## src/rtl/fitp_pkg.sv

```systemverilog
// Shared types, constants and character functions for the file id token parser.
// No dependencies; imported by file_id_token_parser.
package fitp_pkg;

  localparam int MAX_PARTS_DEF      = 255;
  localparam int MAX_PART_CHARS_DEF = 255;

  localparam logic [7:0] CH_BLANK   = 8'h40;
  localparam logic [7:0] CH_DOT     = 8'h4B;
  localparam logic [7:0] CH_EQUAL   = 8'h7E;
  localparam logic [7:0] CH_UPPER_A = 8'hC1;

  typedef enum logic [1:0] {
    PH_START,
    PH_SKIP,
    PH_TOKEN,
    PH_SEP
  } phase_t;

  typedef enum logic [2:0] {
    ST_OK,
    ST_NONE,
    ST_INCOMPLETE,
    ST_TOOLONG,
    ST_TOOMANY,
    ST_NODEFAULTS
  } status_t;

  typedef enum logic [1:0] {
    TERM_END,
    TERM_BLANK,
    TERM_DOT
  } term_t;

  typedef enum logic [1:0] {
    FN_CHAR,
    FN_END_PART,
    FN_END_LIST,
    FN_UNUSED
  } func_t;

  typedef enum logic [1:0] {
    REG_NAME,
    REG_TYPE,
    REG_MODE,
    REG_PRESENT
  } reg_idx_t;

  typedef struct packed {
    logic [63:0] chars;
    logic [3:0]  len;
  } dflt8_t;

  typedef struct packed {
    logic [15:0] chars;
    logic [1:0]  len;
  } dflt2_t;

  function automatic logic [7:0] ebcdic_upper(logic [7:0] c);
    logic [7:0] u;
    case (c) inside
      [8'h42:8'h49], [8'h51:8'h58], [8'hCB:8'hCF], [8'hDB:8'hDE]: u = c + 8'h20;
      [8'h81:8'h89], [8'h91:8'h99], [8'hA2:8'hA9]:                 u = c + 8'h40;
      8'h70:   u = 8'h80;
      8'h8C:   u = 8'hAC;
      8'h8D:   u = 8'hBA;
      8'h9C:   u = 8'h9E;
      8'hAE:   u = 8'h8E;
      default: u = c;
    endcase
    return u;
  endfunction

  // take bytes from the top until a zero byte, upper-cased
  function automatic dflt8_t load_dflt8(logic [63:0] src);
    dflt8_t r;
    logic   alive;
    r     = '0;
    alive = 1'b1;
    for (int i = 0; i < 8; i++) begin
      if (src[63-8*i -: 8] == 8'h00) alive = 1'b0;
      if (alive) begin
        r.chars[63-8*i -: 8] = ebcdic_upper(src[63-8*i -: 8]);
        r.len                = r.len + 4'd1;
      end
    end
    return r;
  endfunction

  function automatic dflt2_t load_dflt2(logic [15:0] src);
    dflt2_t r;
    logic   alive;
    r     = '0;
    alive = 1'b1;
    for (int i = 0; i < 2; i++) begin
      if (src[15-8*i -: 8] == 8'h00) alive = 1'b0;
      if (alive) begin
        r.chars[15-8*i -: 8] = ebcdic_upper(src[15-8*i -: 8]);
        r.len                = r.len + 2'd1;
      end
    end
    return r;
  endfunction

endpackage

```

## src/rtl/file_id_token_parser.sv

```systemverilog
// File id token parser: input register, one pass of parse logic, result register.
// A beat accepted into the input register is parsed from there; any result beat it
// ends is registered. Throughput: one beat per cycle, limited only by out_tready.
// Reset (rst_n low, synchronous): parse state, defaults and both valid flags clear.
// Depends on fitp_pkg.
module file_id_token_parser #(
  parameter int MAX_PARTS      = fitp_pkg::MAX_PARTS_DEF,
  parameter int MAX_PART_CHARS = fitp_pkg::MAX_PART_CHARS_DEF
) (
  input  logic         clk,
  input  logic         rst_n,
  input  logic         in_tvalid,
  output logic         in_tready,
  input  logic [7:0]   in_tdata,    // [7:0] ch
  input  logic [1:0]   in_tuser,    // [1:0] func
  output logic         out_tvalid,
  input  logic         out_tready,
  // [63:0] name_chars, [127:64] type_chars, [143:128] mode_chars, [147:144] name_len,
  // [151:148] type_len, [153:152] mode_len, [161:154] parts_used, [169:162] stop_offset
  output logic [175:0] out_tdata,
  output logic [2:0]   out_tuser,   // [2:0] status
  input  logic         cfg_psel,
  input  logic         cfg_penable,
  input  logic         cfg_pwrite,
  input  logic [4:0]   cfg_paddr,
  input  logic [63:0]  cfg_pwdata,
  output logic [63:0]  cfg_prdata,
  output logic         cfg_pready
);
  import fitp_pkg::*;

  localparam logic [7:0] PART_LIM = 8'((MAX_PARTS < 255) ? MAX_PARTS : 255);
  localparam logic [7:0] CHAR_LIM = 8'((MAX_PART_CHARS < 255) ? MAX_PART_CHARS : 255);

  // configuration
  logic [63:0] dflt_name_r, dflt_type_r;
  logic [15:0] dflt_mode_r;
  logic [2:0]  dflt_present_r;
  reg_idx_t    cfg_idx;
  logic        cfg_wr;

  assign cfg_pready = 1'b1;
  assign cfg_idx    = reg_idx_t'(cfg_paddr[4:3]);
  assign cfg_wr     = cfg_psel && cfg_penable && cfg_pwrite && cfg_pready;

  always_ff @(posedge clk) begin
    if (!rst_n) begin
      dflt_name_r    <= '0;
      dflt_type_r    <= '0;
      dflt_mode_r    <= '0;
      dflt_present_r <= '0;
    end else if (cfg_wr) begin
      unique case (cfg_idx)
        REG_NAME:    dflt_name_r    <= cfg_pwdata;
        REG_TYPE:    dflt_type_r    <= cfg_pwdata;
        REG_MODE:    dflt_mode_r    <= cfg_pwdata[15:0];
        REG_PRESENT: dflt_present_r <= cfg_pwdata[2:0];
      endcase
    end
  end

  always_comb begin
    unique case (cfg_idx)
      REG_NAME:    cfg_prdata = dflt_name_r;
      REG_TYPE:    cfg_prdata = dflt_type_r;
      REG_MODE:    cfg_prdata = {48'd0, dflt_mode_r};
      REG_PRESENT: cfg_prdata = {61'd0, dflt_present_r};
    endcase
  end

  dflt8_t dn, dt;
  dflt2_t dm;
  assign dn = load_dflt8(dflt_name_r);
  assign dt = load_dflt8(dflt_type_r);
  assign dm = load_dflt2(dflt_mode_r);

  // input register
  logic       in_valid_r;
  logic [7:0] ch_r;
  func_t      func_r;
  logic       adv;

  assign adv       = in_valid_r && (!out_tvalid || out_tready);
  assign in_tready = !in_valid_r || adv;

  always_ff @(posedge clk) begin
    if (!rst_n) begin
      in_valid_r <= 1'b0;
    end else if (in_tready) begin
      in_valid_r <= in_tvalid;
    end
  end

  always_ff @(posedge clk) begin
    if (in_tvalid && in_tready) begin
      ch_r   <= in_tdata;
      func_r <= func_t'(in_tuser);
    end
  end

  // parse state
  phase_t      phase_r, phase_nxt;
  logic [1:0]  cc_r, cc_nxt;
  logic [3:0]  tl_r, tl_nxt;
  logic [63:0] name_r, name_nxt, type_r, type_nxt;
  logic [15:0] mode_r, mode_nxt;
  logic [3:0]  len0_r, len0_nxt, len1_r, len1_nxt;
  logic [1:0]  len2_r, len2_nxt;
  logic [7:0]  parts_r, parts_nxt, off_r, off_nxt;
  logic        fin_r, fin_nxt;

  // pass results
  logic        emit;
  status_t     st;
  logic        do_start, do_tok, do_end, is_eq;
  term_t       term;
  logic [1:0]  idx;
  logic [7:0]  upc;
  logic [63:0] res_name, res_type;
  logic [15:0] res_mode;
  logic [3:0]  res_len0, res_len1;
  logic [1:0]  res_len2;
  logic [7:0]  res_parts, res_off;

  assign upc = ebcdic_upper(ch_r);

  always_comb begin
    phase_nxt = phase_r;
    cc_nxt    = cc_r;
    tl_nxt    = tl_r;
    name_nxt  = name_r;
    type_nxt  = type_r;
    mode_nxt  = mode_r;
    len0_nxt  = len0_r;
    len1_nxt  = len1_r;
    len2_nxt  = len2_r;
    parts_nxt = parts_r;
    off_nxt   = off_r;
    fin_nxt   = fin_r;
    emit      = 1'b0;
    st        = ST_OK;
    do_start  = 1'b0;
    do_tok    = 1'b0;
    do_end    = 1'b0;
    is_eq     = 1'b0;
    term      = TERM_END;
    idx       = 2'd0;

    if (!fin_r && func_r != FN_UNUSED) begin
      if (func_r == FN_CHAR) begin
        if (phase_nxt == PH_START) begin
          if (parts_nxt < PART_LIM) parts_nxt = parts_nxt + 8'd1;
          off_nxt   = 8'd0;
          phase_nxt = PH_SKIP;
        end
        case (phase_nxt)
          PH_SKIP: begin
            if (ch_r != CH_BLANK) begin
              do_start = 1'b1;
              if (ch_r == CH_DOT) begin
                do_end = 1'b1;
                term   = TERM_DOT;
              end else begin
                do_tok = 1'b1;
              end
            end
          end
          PH_TOKEN: begin
            if (ch_r == CH_BLANK) begin
              do_end = 1'b1;
              term   = TERM_BLANK;
            end else if (ch_r == CH_DOT) begin
              do_end = 1'b1;
              term   = TERM_DOT;
            end else begin
              do_tok = 1'b1;
            end
          end
          default: begin
            if (ch_r == CH_DOT) begin
              emit = 1'b1;
              st   = ST_INCOMPLETE;
            end else if (ch_r == CH_BLANK) begin
              phase_nxt = PH_SKIP;
            end else begin
              do_start = 1'b1;
              do_tok   = 1'b1;
            end
          end
        endcase
      end else begin
        case (phase_nxt)
          PH_START: begin
            if (func_r == FN_END_PART) begin
              if (parts_nxt < PART_LIM) parts_nxt = parts_nxt + 8'd1;
              off_nxt = 8'd0;
            end
          end
          PH_SKIP:  phase_nxt = PH_START;
          PH_TOKEN: do_end = 1'b1;
          default: begin
            emit = 1'b1;
            st   = ST_INCOMPLETE;
          end
        endcase
      end

      if (do_start) begin
        if (cc_nxt != 2'd3) cc_nxt = cc_nxt + 2'd1;
        idx = cc_nxt - 2'd1;
        case (idx)
          2'd0: begin
            name_nxt = '0;
            len0_nxt = '0;
          end
          2'd1: begin
            type_nxt = '0;
            len1_nxt = '0;
          end
          default: begin
            mode_nxt = '0;
            len2_nxt = '0;
          end
        endcase
        tl_nxt    = 4'd0;
        phase_nxt = PH_TOKEN;
      end

      idx = (cc_nxt == 2'd0) ? 2'd0 : cc_nxt - 2'd1;

      if (do_tok) begin
        if ((idx != 2'd2) ? (tl_nxt >= 4'd8) : (tl_nxt >= 4'd2)) begin
          emit = 1'b1;
          st   = ST_TOOLONG;
        end else begin
          case (idx)
            2'd0:    name_nxt[{3'd7 - tl_nxt[2:0], 3'b000} +: 8] = upc;
            2'd1:    type_nxt[{3'd7 - tl_nxt[2:0], 3'b000} +: 8] = upc;
            default: mode_nxt[{~tl_nxt[0], 3'b000} +: 8]         = upc;
          endcase
          tl_nxt = tl_nxt + 4'd1;
          case (idx)
            2'd0:    len0_nxt = tl_nxt;
            2'd1:    len1_nxt = tl_nxt;
            default: len2_nxt = tl_nxt[1:0];
          endcase
        end
      end

      if (do_end) begin
        if (term == TERM_DOT && cc_nxt == 2'd3) begin
          emit = 1'b1;
          st   = ST_TOOMANY;
        end else begin
          case (idx)
            2'd0:    is_eq = (len0_nxt == 4'd1) && (name_nxt[63:56] == CH_EQUAL);
            2'd1:    is_eq = (len1_nxt == 4'd1) && (type_nxt[63:56] == CH_EQUAL);
            default: is_eq = (len2_nxt == 2'd1) && (mode_nxt[15:8] == CH_EQUAL);
          endcase
          if (is_eq && !dflt_present_r[idx]) begin
            emit = 1'b1;
            st   = ST_NODEFAULTS;
          end else begin
            if (is_eq) begin
              case (idx)
                2'd0: begin
                  name_nxt = dn.chars;
                  len0_nxt = dn.len;
                end
                2'd1: begin
                  type_nxt = dt.chars;
                  len1_nxt = dt.len;
                end
                default: begin
                  mode_nxt = dm.chars;
                  len2_nxt = dm.len;
                end
              endcase
            end
            if (cc_nxt == 2'd3) begin
              emit = 1'b1;
              st   = ST_OK;
            end else begin
              phase_nxt = (term == TERM_END) ? PH_START : PH_SEP;
            end
          end
        end
      end

      if (func_r == FN_END_LIST && !emit) begin
        emit = 1'b1;
        if (cc_nxt == 2'd0) begin
          st = ST_NONE;
        end else if (cc_nxt == 2'd1 && !dflt_present_r[1]) begin
          st = ST_INCOMPLETE;
        end else begin
          st = ST_OK;
          if (cc_nxt == 2'd1) begin
            type_nxt = dt.chars;
            len1_nxt = dt.len;
            cc_nxt   = 2'd2;
          end
          if (cc_nxt == 2'd2) begin
            if (dflt_present_r[2]) begin
              mode_nxt = dm.chars;
              len2_nxt = dm.len;
            end else begin
              mode_nxt = {CH_UPPER_A, 8'h00};
              len2_nxt = 2'd1;
            end
          end
        end
      end

      if (func_r == FN_CHAR && !emit && off_nxt < CHAR_LIM) off_nxt = off_nxt + 8'd1;
      if (emit) fin_nxt = 1'b1;
    end

    res_name  = name_nxt;
    res_type  = type_nxt;
    res_mode  = mode_nxt;
    res_len0  = len0_nxt;
    res_len1  = len1_nxt;
    res_len2  = len2_nxt;
    res_parts = parts_nxt;
    res_off   = off_nxt;

    if (func_r == FN_END_LIST) begin
      phase_nxt = PH_START;
      cc_nxt    = '0;
      tl_nxt    = '0;
      name_nxt  = '0;
      type_nxt  = '0;
      mode_nxt  = '0;
      len0_nxt  = '0;
      len1_nxt  = '0;
      len2_nxt  = '0;
      parts_nxt = '0;
      off_nxt   = '0;
      fin_nxt   = 1'b0;
    end
  end

  always_ff @(posedge clk) begin
    if (!rst_n) begin
      phase_r <= PH_START;
      cc_r    <= '0;
      tl_r    <= '0;
      name_r  <= '0;
      type_r  <= '0;
      mode_r  <= '0;
      len0_r  <= '0;
      len1_r  <= '0;
      len2_r  <= '0;
      parts_r <= '0;
      off_r   <= '0;
      fin_r   <= 1'b0;
    end else if (adv) begin
      phase_r <= phase_nxt;
      cc_r    <= cc_nxt;
      tl_r    <= tl_nxt;
      name_r  <= name_nxt;
      type_r  <= type_nxt;
      mode_r  <= mode_nxt;
      len0_r  <= len0_nxt;
      len1_r  <= len1_nxt;
      len2_r  <= len2_nxt;
      parts_r <= parts_nxt;
      off_r   <= off_nxt;
      fin_r   <= fin_nxt;
    end
  end

  // result register
  logic out_valid_r;

  assign out_tvalid = out_valid_r;

  always_ff @(posedge clk) begin
    if (!rst_n) begin
      out_valid_r <= 1'b0;
    end else if (adv && emit) begin
      out_valid_r <= 1'b1;
    end else if (out_tready) begin
      out_valid_r <= 1'b0;
    end
  end

  always_ff @(posedge clk) begin
    if (adv && emit) begin
      out_tuser <= st;
      out_tdata <= {6'd0, res_off, res_parts, res_len2, res_len1, res_len0,
                    res_mode, res_type, res_name};
    end
  end

endmodule
```

## config.mk

```make
export PLATFORM = sky130hd
export DESIGN_NAME = file_id_token_parser
export DESIGN_NICKNAME = d
export VERILOG_FILES = /design/src/rtl/fitp_pkg.sv /design/src/rtl/file_id_token_parser.sv
export SDC_FILE = /design/constraint.sdc
export NUM_CORES = 2
export LEC_CHECK = 0
export BUFFER_PORTS_ARGS = -buffer_cell sky130_fd_sc_hd__buf_4
export CORE_ASPECT_RATIO = 1.4
export CORE_MARGIN = 2
export CORE_UTILIZATION = 45
export DETAILED_ROUTE_END_ITERATION = 12
export GPL_ROUTABILITY_DRIVEN = 1
export MAX_ROUTING_LAYER = met4
export REMOVE_ABC_BUFFERS = 1
export SYNTH_ARGS = -nofsm -noshare
export SYNTH_HDL_FRONTEND = slang
export SYNTH_SLANG_ARGS = --single-unit
```

## constraint.sdc

```tcl
create_clock -name clk -period 13.7 [get_ports clk]
set_clock_uncertainty 0.15 [all_clocks]
set_input_delay 2.74 -clock clk [delete_from_list [all_inputs] [get_ports clk]]
set_output_delay 2.74 -clock clk [all_outputs]
set_load 0.05 [all_outputs]
```

==> impl_metrics.csv <==
group,metric,value,unit
status,status,"complete, no violations",
yosys,synth_cells,4618,
grt,antenna_found_initial,2,
worst_setup_path,path_class,"register to register",
yosys,netlist.area_leader.share,18.6,%
detailed_routing,ant_nets,0,
timing,fin_hold_ws,319,ps
power_and_ir_drop,vdd_ir_drop_max,93.2,uV
grt,grt_max_degree,130,
clocking,htreeDepth,2,
timing,slew_violations,0,
detailed_routing,drt-wirelength-per-cell,22.0,um
floorplan,rows,121,
worst_setup_path,critPathLaunchType,"register",
worst_setup_path,crit_slowest_cell,"nor2_1",
worst_setup_path,path_cells,"nor2_1, o21ai_0, nor2_1, o21ai_0, ha_1, nor2_1, nand3_1, nor2_1, a21oi_1, a221oi_1, nand4_1, nor4_1, nand2_1, nand2_1, o21a_4, buf_4, mux2_2, o21ai_0",
final_layout,antenna_cells,0,
min_path,hold_path.class,"register to register",
worst_setup_path,path_max_fanout,47,
placed_design,dp_hpwl,88400,um
detailed_routing,wirelength,127000,um
timing,final.period_utilization,67.3,%
worst_setup_path,cp_slowest_stage_delay,960,ps
placed_design,place_area,38100,um2
timing,period_needed,9220,ps
timing,setup_viol,0,
yosys,synth-warning-count,0,
final_layout,nFillCells,7736,
floorplan,pin_count,332,
detailed_routing,route.detailed.drc,0,
worst_setup_path,crit_arrival,9440,ps
detailed_routing,dr.pass1.iters,7,
final_layout,fin_nets,4903,
clocking,clockBufferDepth,3,
yosys,ys_async_sr_fraction,0,%
clocking,hold_buffers,0,
floorplan,start_util,45.5,%
min_path,min_to,"type_r[61]",
final_layout,drive_gt1_share,12.3,%
detailed_routing,vias,34869,
worst_setup_path,r2r_cells,18,
clocking,tritoncts,"built",
clocking,cts.repair.resized,0,
final_layout,area_growth,13.1,%
final_layout,layout_commonest_cell,"nand2_1",
grt,grt_pass1_wl,191000,um
clocking,cts_root_buf,"clkbuf_16",
timing,rsz0062_at_grt,"no",
yosys,synth_largest_area_cell,"dfxtp_1",
power_and_ir_drop,powerDensity,88.7,nW/um2
worst_setup_path,r2r_start,"func_r[1]",
worst_setup_path,path_buf_inv,1,
clocking,cts_buffers,55,
timing,timing_hold_violations_final,0,
detailed_routing,drt_iter0_markers,2888,
yosys,syn_area,35400,um2
worst_setup_path,cp_top_family,"simple AND/OR/NAND/NOR gates",
clocking,path_clk_slew,60,ps
floorplan,die_y,336,um
timing,worst_pin_slew,1300,ps
timing,clock.fmax,0.109,GHz
grt,overflow,0,
yosys,synth_top_family_by_area,"compound AO/OA/AOI/OAI gates",
yosys,muxShareOfSynthArea,5.58,%
timing,relSlewSlack,12.6,%
min_path,hold_depth,2,
flow_run,cap_violations,0,
placed_design,port_buffers,321,
clocking,clk_latency,660,ps
detailed_routing,viasPerCell,6.06,
yosys,synth_adder_area_share,5.34,%
floorplan,core_area,77800,um2
yosys,netlist_top_cells_area,"dfxtp_1 (19%), edfxtp_1 (16%), nand2_1 (9.2%)",
yosys,synth.distinct_cells,91,
timing,setup_ws,4480,ps
power_and_ir_drop,leakage,14.3,nW
grt,grt_pass1_vias,32270,
min_path,min_from,"type_r[61]",
yosys,synthXorXnorAreaFrac,0.842,%
worst_setup_path,crit_path_end_kind,"register",
yosys,ys_seq_area_share,34.1,%
yosys,synth_flop_cell,"dfxtp_1",
clocking,clock-sinks,511,
worst_setup_path,ff2ff_setup_slack,4480,ps
timing,finalSetupTns,0,ps
yosys,synth-edff-count,183,
worst_setup_path,required,13930,ps
yosys,synth_simple_gate_area_share,23.9,%
final_layout,finish.instance_area,40000,um2
yosys,ys_seq_elements,511,
yosys,syn_avg_cell_area,7.66,um2
yosys,synth_compound_area_share,24.7,%
placed_design,place.gp.congestion,0.939,
clocking,post_cts_buffers,0,
placed_design,pre_cts_slack,4850,ps
floorplan,die_area,80900,um2
final_layout,layout_common_cells,"nand2_1 (864), o21ai_0 (469), buf_4 (364)",
grt,grt_usage,31.2,%
worst_setup_path,r2r_end,"out_tdata[119]",
floorplan,die_x,241,um
worst_setup_path,cpMostUsedCell,"nor2_1",
[tightest hold or removal path, cell delays in order, from the launching register on]
cell,delay (ps)
dfxtp_1,320
nand2_1,50
o31ai_1,50
[cell usage after synthesis, types with 56 or more instances]
cell type  number
a21boi_0      154
a21oi_1       205
a31oi_1       108
clkbuf_1      325
dfxtp_1       328
edfxtp_1      183
ha_1          151
inv_1         124
mux2i_1       133
nand2_1       867
nand3_1       182
nand4_1        56
nor2_1        326
nor3_1        105
o21ai_0       471
[per-stage QoR]
| stage | util (%) | total power [mW] | cells |
|---|---|---|---|
| floorplan | - | 1.81 | 4245 |
| global placement | 48.9 | 1.96 | 5654 |
| detailed placement | 48.9 | 1.96 | 5654 |
| CTS | 51.4 | 3.57 | 5757 |
| global route | 51.4 | 3.65 | 5757 |
| finish | 51.4 | 3.55 | 5757 |
[report_power, final]
part	internal, mW	leakage (nW)	switching (mW)
registers	1.58	4.29	0.0328
clock network	0.921	0.905	0.690
logic	0.0908	9.14	0.228
total	2.60	14.3	0.951
[worst max path at each step]
stage | cells after the start | slack, ps | startpoint | end
6_report | 18 | 4480 | func_r[1] | out_tdata[119]
5_1_grt | 17 | 3920 | func_r[1] | out_tdata[63]
4_1_cts | 18 | 4780 | func_r[1] | out_tdata[119]
3_5_place_dp | 18 | 4850 | func_r[1] | out_tdata[119]
3_3_place_gp | 18 | 4820 | func_r[1] | out_tdata[119]
2_1_floorplan | 7 | 1830 | out_tready | name_r[7]
[area by class of cell]
cell class              count  area (um2)  area share (%)
clock inverters            30         335           0.839
multi-input cells        3610       21500            53.8
flip-flops and latches    511       12100            30.2
well taps                1045        1310            3.27
repair buffers            364        2730            6.83
inverters                 124         470            1.18
clock buffers              73        1570            3.92
[per-layer routing]
| metal | GRT usage [%] | up-vias | share of wire, % |
|---|---|---|---|
| met5 | - | - | 0 |
| met2 | 51.7 | 1261 | 48 |
| met4 | 14.3 | 0 | 5.1 |
| li1 | - | 16715 | - |
| met3 | 3.34 | 278 | 5.9 |
| met1 | 38.1 | 16615 | 41 |
[state kept, by name (all words and copies together) (netlist names), 8 cells and up]
| register | flops |
|---|---|
| out_tdata | 170 |
| dflt_name_r | 64 |
| dflt_type_r | 64 |
| name_r | 64 |
| type_r | 64 |
| dflt_mode_r | 16 |
| mode_r | 16 |
| ch_r | 8 |
| off_r | 8 |
| parts_r | 8 |
[cell families after synthesis]
logic type | count (synthesis)
muxes | 187
buffers and inverters | 502
xor gates and xnor gates | 34
adders and majority gates | 151
AOI/OAI and AO/OA | 1374
and+or+nand+nor | 1857
DFF | 511
other | 2
(Power assumes the default switching activity.)
